File: src/aabbfc_pkg.sv
// Package for the box frustum culler: field widths, plane counts and shared types.
// No dependencies; every other file takes names from here by scope.
package aabbfc_pkg;

   localparam int COORD_W     = 32;   // box coordinate, signed Q20.12
   localparam int ENTRY_W     = 24;   // matrix entry, signed Q8.16
   localparam int PAIR_W      = 2 * ENTRY_W;
   localparam int COEF_W      = ENTRY_W + 1;       // plane coefficient, signed Q9.16
   localparam int PROD_W      = COEF_W + COORD_W;  // one exact product, Q.28
   localparam int SUM_W       = PROD_W + 2;        // four terms, exact
   localparam int W_SHIFT     = 12;   // align w (Q.16) to products (Q.28)
   localparam int NUM_PLANES  = 6;
   localparam int NUM_AXES    = 3;
   localparam int NUM_TERMS   = NUM_AXES + 1;
   localparam int NUM_ENTRIES = 16;
   localparam int NUM_PAIRS   = 8;
   localparam int PAIR_IDX_W  = 3;
   localparam int CSR_INDEX_W = 4;    // one spare bit so out-of-range writes are seen

   typedef logic signed [COORD_W-1:0] coord_type;
   typedef logic signed [ENTRY_W-1:0] entry_type;
   typedef logic signed [COEF_W-1:0]  coef_type;
   typedef logic signed [PROD_W-1:0]  prod_type;
   typedef logic signed [SUM_W-1:0]   sum_type;
   typedef logic [PAIR_W-1:0]         pair_type;
   typedef logic [CSR_INDEX_W-1:0]    csr_index_type;

   typedef struct packed {
      coord_type min_x;
      coord_type min_y;
      coord_type min_z;
      coord_type max_x;
      coord_type max_y;
      coord_type max_z;
   } box_type;

endpackage

File: src/aabbfc_channels.sv


interface aabbfc_csr_if;
   logic                      valid;
   logic                      ready;
   aabbfc_pkg::csr_index_type index;
   aabbfc_pkg::pair_type      data;

   modport source (output valid, index, data, input ready);
   modport sink   (input valid, index, data, output ready);
endinterface

File: src/aabbfc_planes.sv
// Matrix register file and frustum plane derivation for the culler.
// Depends on aabbfc_pkg and aabbfc_csr_if.
module aabbfc_planes (
   input  logic                 clock,
   input  logic                 reset,
   aabbfc_csr_if.sink           csr_chan,
   output aabbfc_pkg::coef_type planes [aabbfc_pkg::NUM_PLANES][aabbfc_pkg::NUM_TERMS]
);

   aabbfc_pkg::pair_type  matrix_ff [aabbfc_pkg::NUM_PAIRS];
   aabbfc_pkg::entry_type m         [aabbfc_pkg::NUM_ENTRIES];
   aabbfc_pkg::coef_type  planes_in [aabbfc_pkg::NUM_PLANES][aabbfc_pkg::NUM_TERMS];
   aabbfc_pkg::coef_type  planes_ff [aabbfc_pkg::NUM_PLANES][aabbfc_pkg::NUM_TERMS];
   logic                  wr_hit;

   assign csr_chan.ready = 1'b1;
   assign wr_hit = csr_chan.valid && csr_chan.ready &&
                   (csr_chan.index < aabbfc_pkg::CSR_INDEX_W'(aabbfc_pkg::NUM_PAIRS));

   always_ff @(posedge clock) begin
      if (reset) begin
         for (int k = 0; k < aabbfc_pkg::NUM_PAIRS; k++) begin
            matrix_ff[k] <= '0;
         end
      end else if (wr_hit) begin
         matrix_ff[csr_chan.index[aabbfc_pkg::PAIR_IDX_W-1:0]] <= csr_chan.data;
      end
   end

   // Split the pairs into entries, then form row 3 plus and minus rows 0..2.
   always_comb begin
      for (int k = 0; k < aabbfc_pkg::NUM_PAIRS; k++) begin
         m[2*k]   = matrix_ff[k][aabbfc_pkg::ENTRY_W-1:0];
         m[2*k+1] = matrix_ff[k][aabbfc_pkg::PAIR_W-1:aabbfc_pkg::ENTRY_W];
      end
      for (int r = 0; r < aabbfc_pkg::NUM_AXES; r++) begin
         for (int a = 0; a < aabbfc_pkg::NUM_TERMS; a++) begin
            planes_in[2*r][a]   = aabbfc_pkg::COEF_W'(m[3+4*a]) +
                                  aabbfc_pkg::COEF_W'(m[r+4*a]);
            planes_in[2*r+1][a] = aabbfc_pkg::COEF_W'(m[3+4*a]) -
                                  aabbfc_pkg::COEF_W'(m[r+4*a]);
         end
      end
   end

   always_ff @(posedge clock) begin
      if (reset) begin
         for (int p = 0; p < aabbfc_pkg::NUM_PLANES; p++) begin
            for (int a = 0; a < aabbfc_pkg::NUM_TERMS; a++) begin
               planes_ff[p][a] <= '0;
            end
         end
      end else begin
         planes_ff <= planes_in;
      end
   end

   assign planes = planes_ff;

endmodule

File: src/flat_wrapper.sv
// flat-port wrapper written by rule: the top's interface ports become plain ports
module aabbfc_planes_flat 
  (clock, reset, planes, csr_chan_valid, csr_chan_index, csr_chan_data, csr_chan_ready);
  aabbfc_csr_if csr_chan_i ();
  input  logic clock;
  input  logic reset;
  output aabbfc_pkg::coef_type planes[aabbfc_pkg::NUM_PLANES][aabbfc_pkg::NUM_TERMS];
  input wire logic [$bits(csr_chan_i.valid)-1:0] csr_chan_valid;
  input wire logic [$bits(csr_chan_i.index)-1:0] csr_chan_index;
  input wire logic [$bits(csr_chan_i.data)-1:0] csr_chan_data;
  output wire logic [$bits(csr_chan_i.ready)-1:0] csr_chan_ready;
  assign csr_chan_i.valid = csr_chan_valid;
  assign csr_chan_i.index = csr_chan_index;
  assign csr_chan_i.data = csr_chan_data;
  assign csr_chan_ready = csr_chan_i.ready;
  aabbfc_planes u_core (.clock(clock), .reset(reset), .csr_chan(csr_chan_i), .planes(planes));
endmodule
File: config.mk
export PLATFORM = sky130hd
export DESIGN_NAME = aabbfc_planes_flat
export DESIGN_NICKNAME = d
export VERILOG_FILES = /design/src/aabbfc_pkg.sv /design/src/aabbfc_channels.sv /design/src/aabbfc_planes.sv /design/src/flat_wrapper.sv
export SDC_FILE = /design/constraint.sdc
export NUM_CORES = 2
export LEC_CHECK = 0
export BUFFER_PORTS_ARGS = -buffer_cell sky130_fd_sc_hd__buf_2
export CORE_MARGIN = 5
export CORE_UTILIZATION = 25
export DETAILED_ROUTE_END_ITERATION = 12
export GPL_TIMING_DRIVEN = 1
export SYNTH_ARGS = -nofsm -noshare
export SYNTH_HDL_FRONTEND = slang
export SYNTH_SLANG_ARGS = --single-unit
export TNS_END_PERCENT = 1
File: constraint.sdc
create_clock -name clock -period 4 [get_ports clock]
set_clock_uncertainty 0.2 [all_clocks]
set_input_delay 0.8 -clock clock [delete_from_list [all_inputs] [get_ports clock]]
set_output_delay 0.8 -clock clock [all_outputs]
set_load 0.005 [all_outputs]
==> metrics.md <==
| Metric | Value |
|---|---|
| Status | finished clean |
| Clock sink total | 972 |
| Pwr per Cell Area | 454.9 nW/um^2 |
| NumNets Final | 7436 |
| Cell depth of the worst hold path | 2 |
| Die height | 487.5 um |
| CTS Buffer Depth | 3 |
| Cells on worst reg2reg path | 13 |
| WL/cell | 23.21 um |
| Mapped Area | 57000 sq um |
| Worst R2R Start | u_core.matrix_ff[1][25] |
| Via Count | 47.16k |
| Final Power | 30760 uW |
| CTS Buf Count | 115 |
| H-tree Lvls | 3 |
| Clock transition at path regs | 0.07 ns |
| Drt first pass iters | 7 |
| IO Port Bufs | 654 |
| Final setup fails | 0 |
| Final min period | 3.813 ns |
| Netlist cell types | 102 |
| Antenna viol nets, final | 0 |
| First-pass GRT wire length | 323100 um |
| Hold Path Origin | reset |
| Top-level I/O count | 656 |
| Area after DPL | 63550 sq um |
| Worst vdd ir | 0.0003203 V |
| Largest net degree at the start of global routing | 116 |
| Post-synth EDFFs | 384 |
| Row cnt | 175 |
| GRT Overall Usage | 18.65% |
| Final period util | 95.31% |
| Clock power share | 34.8% |
| Synthesized area per cell | 9.138 sq um |
| CP required | 4.41 ns |
| Async set or reset register ratio after synthesis | 0% |
| Die Wd | 487.5 um |
| Syn nets | 6893 |
| R2r endpoint | u_core.planes[299] |
| YS warnings | 0 |
| Hold buffers post-CTS | 0 |
| RSZ-0062 raised after global routing | yes |
| Area Overhead vs Synth | 18.61% |
| Starting Density | 25.10% |
| Crit path launch type | register |
| Gpl congestion | 0.9041 |
| Seq pwr share | 39.2% |
| Initial antenna violation count | 60 |
| GRT overflow | 0 |
| Power Internal | 20320 uW |
| Final hold vios | 0 |
| Core Area | 227100 sq um |
| DR DRC count | 0 |
| Leak pwr | 0.02979 uW |
| Max_cap viols | 0 |
| Comb pwr share | 26.0% |
| Clk_lat worst skew | 0.80 ns |
| Worst hold path class | in2reg |
| WHS Endpoint | u_core.planes[123] |
| Post-synthesis register bit count | 972 |
| Switch Pwr | 10440 uW |
| CTS tree | done |
| Wirelength, routed | 231200 um |
| Critical path arrival | 4.22 ns |
| Vias per cell | 4.734 |
| Worst-Margin Slew | 0.9761 ns |
| Switch share | 33.93% |
| First DRT Iteration DRCs | 4337 |
| Layout cells sized above 1 | 15.33% |
| Max-slew violations | 0 |
| Critical Path Sink Type | register |
| Fillers | 23.94k |
| Reg2reg setup slack | 0.19 ns |
| Post-DP HPWL | 177800 um |
| Slew HR | 34.93% |
| Post-synthesis sequential area ratio | 40.88% |
| Root Buffer | clkbuf_16 |
| Crit path kind | reg2reg |
| Post-CTS Setup Inserts | 0 |
| Post-route cell area | 67610 sq um |
| Crit Path Max Fanout | 5 |
| Syn Inst Count | 6238 |
| TNS Setup | 0 ns |
| Die ar. | 237700 sq um |
| Vias in the first global route | 45.59k |
| Top FF cell, synth | dfxtp_1 |
| Fmax | 262.3 MHz |
[cell type report]
type | instances | area (sq um) | share of cell area, %
Sequential cell | 972 | 23300 | 34.46
Clock buffer | 148 | 3247 | 4.802
Multi-Input combinational cell | 4443 | 30570 | 45.21
Inverter | 509 | 1911 | 2.826
Clock inverter | 68 | 608.1 | 0.8994
Timing Repair Buffer | 740 | 4029 | 5.959
Tap cell | 3009 | 3765 | 5.568
Antenna cell | 72 | 180.2 | 0.2665
[layout by cell type (no fill, tap or decap), types with 59 or more instances in the layout]
master,instances
a21oi_1,446
xor2_1,91
inv_1,502
nor3_1,138
ha_1,576
buf_4,78
diode_2,72
a211oi_1,59
buf_2,653
xnor2_1,339
nand2_1,151
clkbuf_16,121
nand2b_1,88
nor2b_1,118
a21o_1,118
edfxtp_1,384
o21ai_0,219
nor2_1,893
o21bai_1,111
dfxtp_1,588
and2_1,394
[how the worst max path moves through the flow]
| stage | start | to | depth (start not counted) |
|---|---|---|---|
| floorplan | u_core.matrix_ff[5][25] | u_core.planes[447] | 12 |
| global placement | u_core.matrix_ff[3][26] | u_core.planes[272] | 11 |
| detailed placement | u_core.matrix_ff[3][26] | u_core.planes[272] | 11 |
| CTS | u_core.matrix_ff[3][26] | u_core.planes[272] | 11 |
| global route | u_core.matrix_ff[3][26] | u_core.planes[272] | 11 |
| finish | u_core.matrix_ff[1][25] | u_core.planes[299] | 13 |
[critical path, cell delays in order, from the launching register on]
cell and delay, ns:
edfxtp_1 0.48, inv_1 0.22, fa_1 0.54, nor2b_1 0.21
o21ai_1 0.11, a21boi_1 0.25, o21ai_1 0.15, a2111oi_1 0.52
buf_4 0.20, o311a_1 0.23, a221o_1 0.21, a21oi_2 0.08
o211ai_1 0.17, a21oi_1 0.09
[Yosys cell counts (16+ instances only)]
| master | number | share of area [%] |
|---|---|---|
| a211oi_1 | 60 | 0.79 |
| a21o_1 | 118 | 1.6 |
| a21oi_1 | 447 | 3.9 |
| a31oi_1 | 48 | 0.53 |
| and2_1 | 394 | 4.3 |
| and3_1 | 16 | 0.18 |
| buf_2 | 33 | 0.29 |
| clkbuf_1 | 253 | 1.7 |
| dfxtp_1 | 588 | 21 |
| edfxtp_1 | 384 | 20 |
| fa_1 | 24 | 0.84 |
| ha_1 | 576 | 13 |
| inv_1 | 502 | 3.3 |
| nand2_1 | 151 | 0.99 |
| nand2b_1 | 88 | 0.97 |
| nand3_1 | 42 | 0.37 |
| nand4_1 | 25 | 0.27 |
| nor2_1 | 899 | 5.9 |
| nor2b_1 | 118 | 1.3 |
| nor3_1 | 140 | 1.2 |
| nor3b_1 | 21 | 0.28 |
| nor4_1 | 33 | 0.36 |
| o211ai_1 | 16 | 0.21 |
| o21a_1 | 50 | 0.66 |
| o21ai_0 | 221 | 1.9 |
| o21ai_1 | 19 | 0.17 |
| o21bai_1 | 111 | 1.5 |
| o31a_1 | 21 | 0.32 |
| o31ai_1 | 40 | 0.53 |
| or2_2 | 35 | 0.38 |
| or3_1 | 48 | 0.53 |
| or4_1 | 19 | 0.25 |
| xnor2_1 | 339 | 5.2 |
| xor2_1 | 91 | 1.4 |
[metrics by stage]
stage	worst slack [ns]	cells	utilization, %	hold WS (ns)
after floorplan	0.6464	6238	-	0.3242
after global placement	0.1993	9673	27.99	0.3720
after detailed placement	0.1751	9673	27.99	0.3750
after CTS	0.1079	9889	29.69	0.1866
after global routing	-0.01980	9901	29.71	0.2200
final	0.1875	9961	29.78	0.2915
[registers in the layout, indices dropped and copies added, names as in the netlist]
register,cells
u_core.matrix_ff,384
u_core.planes,588
[power by group through the flow]
stage	sequential [uW]	combinational, uW	clock, uW
after CTS	12100	8040	11100
after global placement	12300	8010	0
after global routing	12200	8730	11400
final	12100	8000	10700
after detailed placement	12300	7990	0
after floorplan	12100	4550	0
[what timing repair did]
item,CTS,global route
resized for setup,0,9
endpoints found under the setup margin,0,12
endpoints found under the hold margin,0,0
[metal layers]
metal  track usage [%]  wire (um)  vias to the layer above
met5                 0         17                        -
met4             6.566       7508                        2
met3             3.211      16520                      238
li1                  -          -                    22360
met1             25.61     104200                    22770
met2             29.45     103000                     1793
[cells by family (layout without fill, tap and decap cells)]
group | Yosys count | after routing | synth area share (%)
fa+ha+maj | 600 | 600 | 13.49
mux | 12 | 12 | 0.2217
buf+inv | 823 | 1465 | 5.593
compound gates | 1338 | 1338 | 15.34
flops | 972 | 972 | 40.88
xor+xnor | 430 | 430 | 6.607
other cells | 1 | 73 | 0.006579
simple gates | 2062 | 2062 | 17.87
Power figures use the tool's default switching activity.
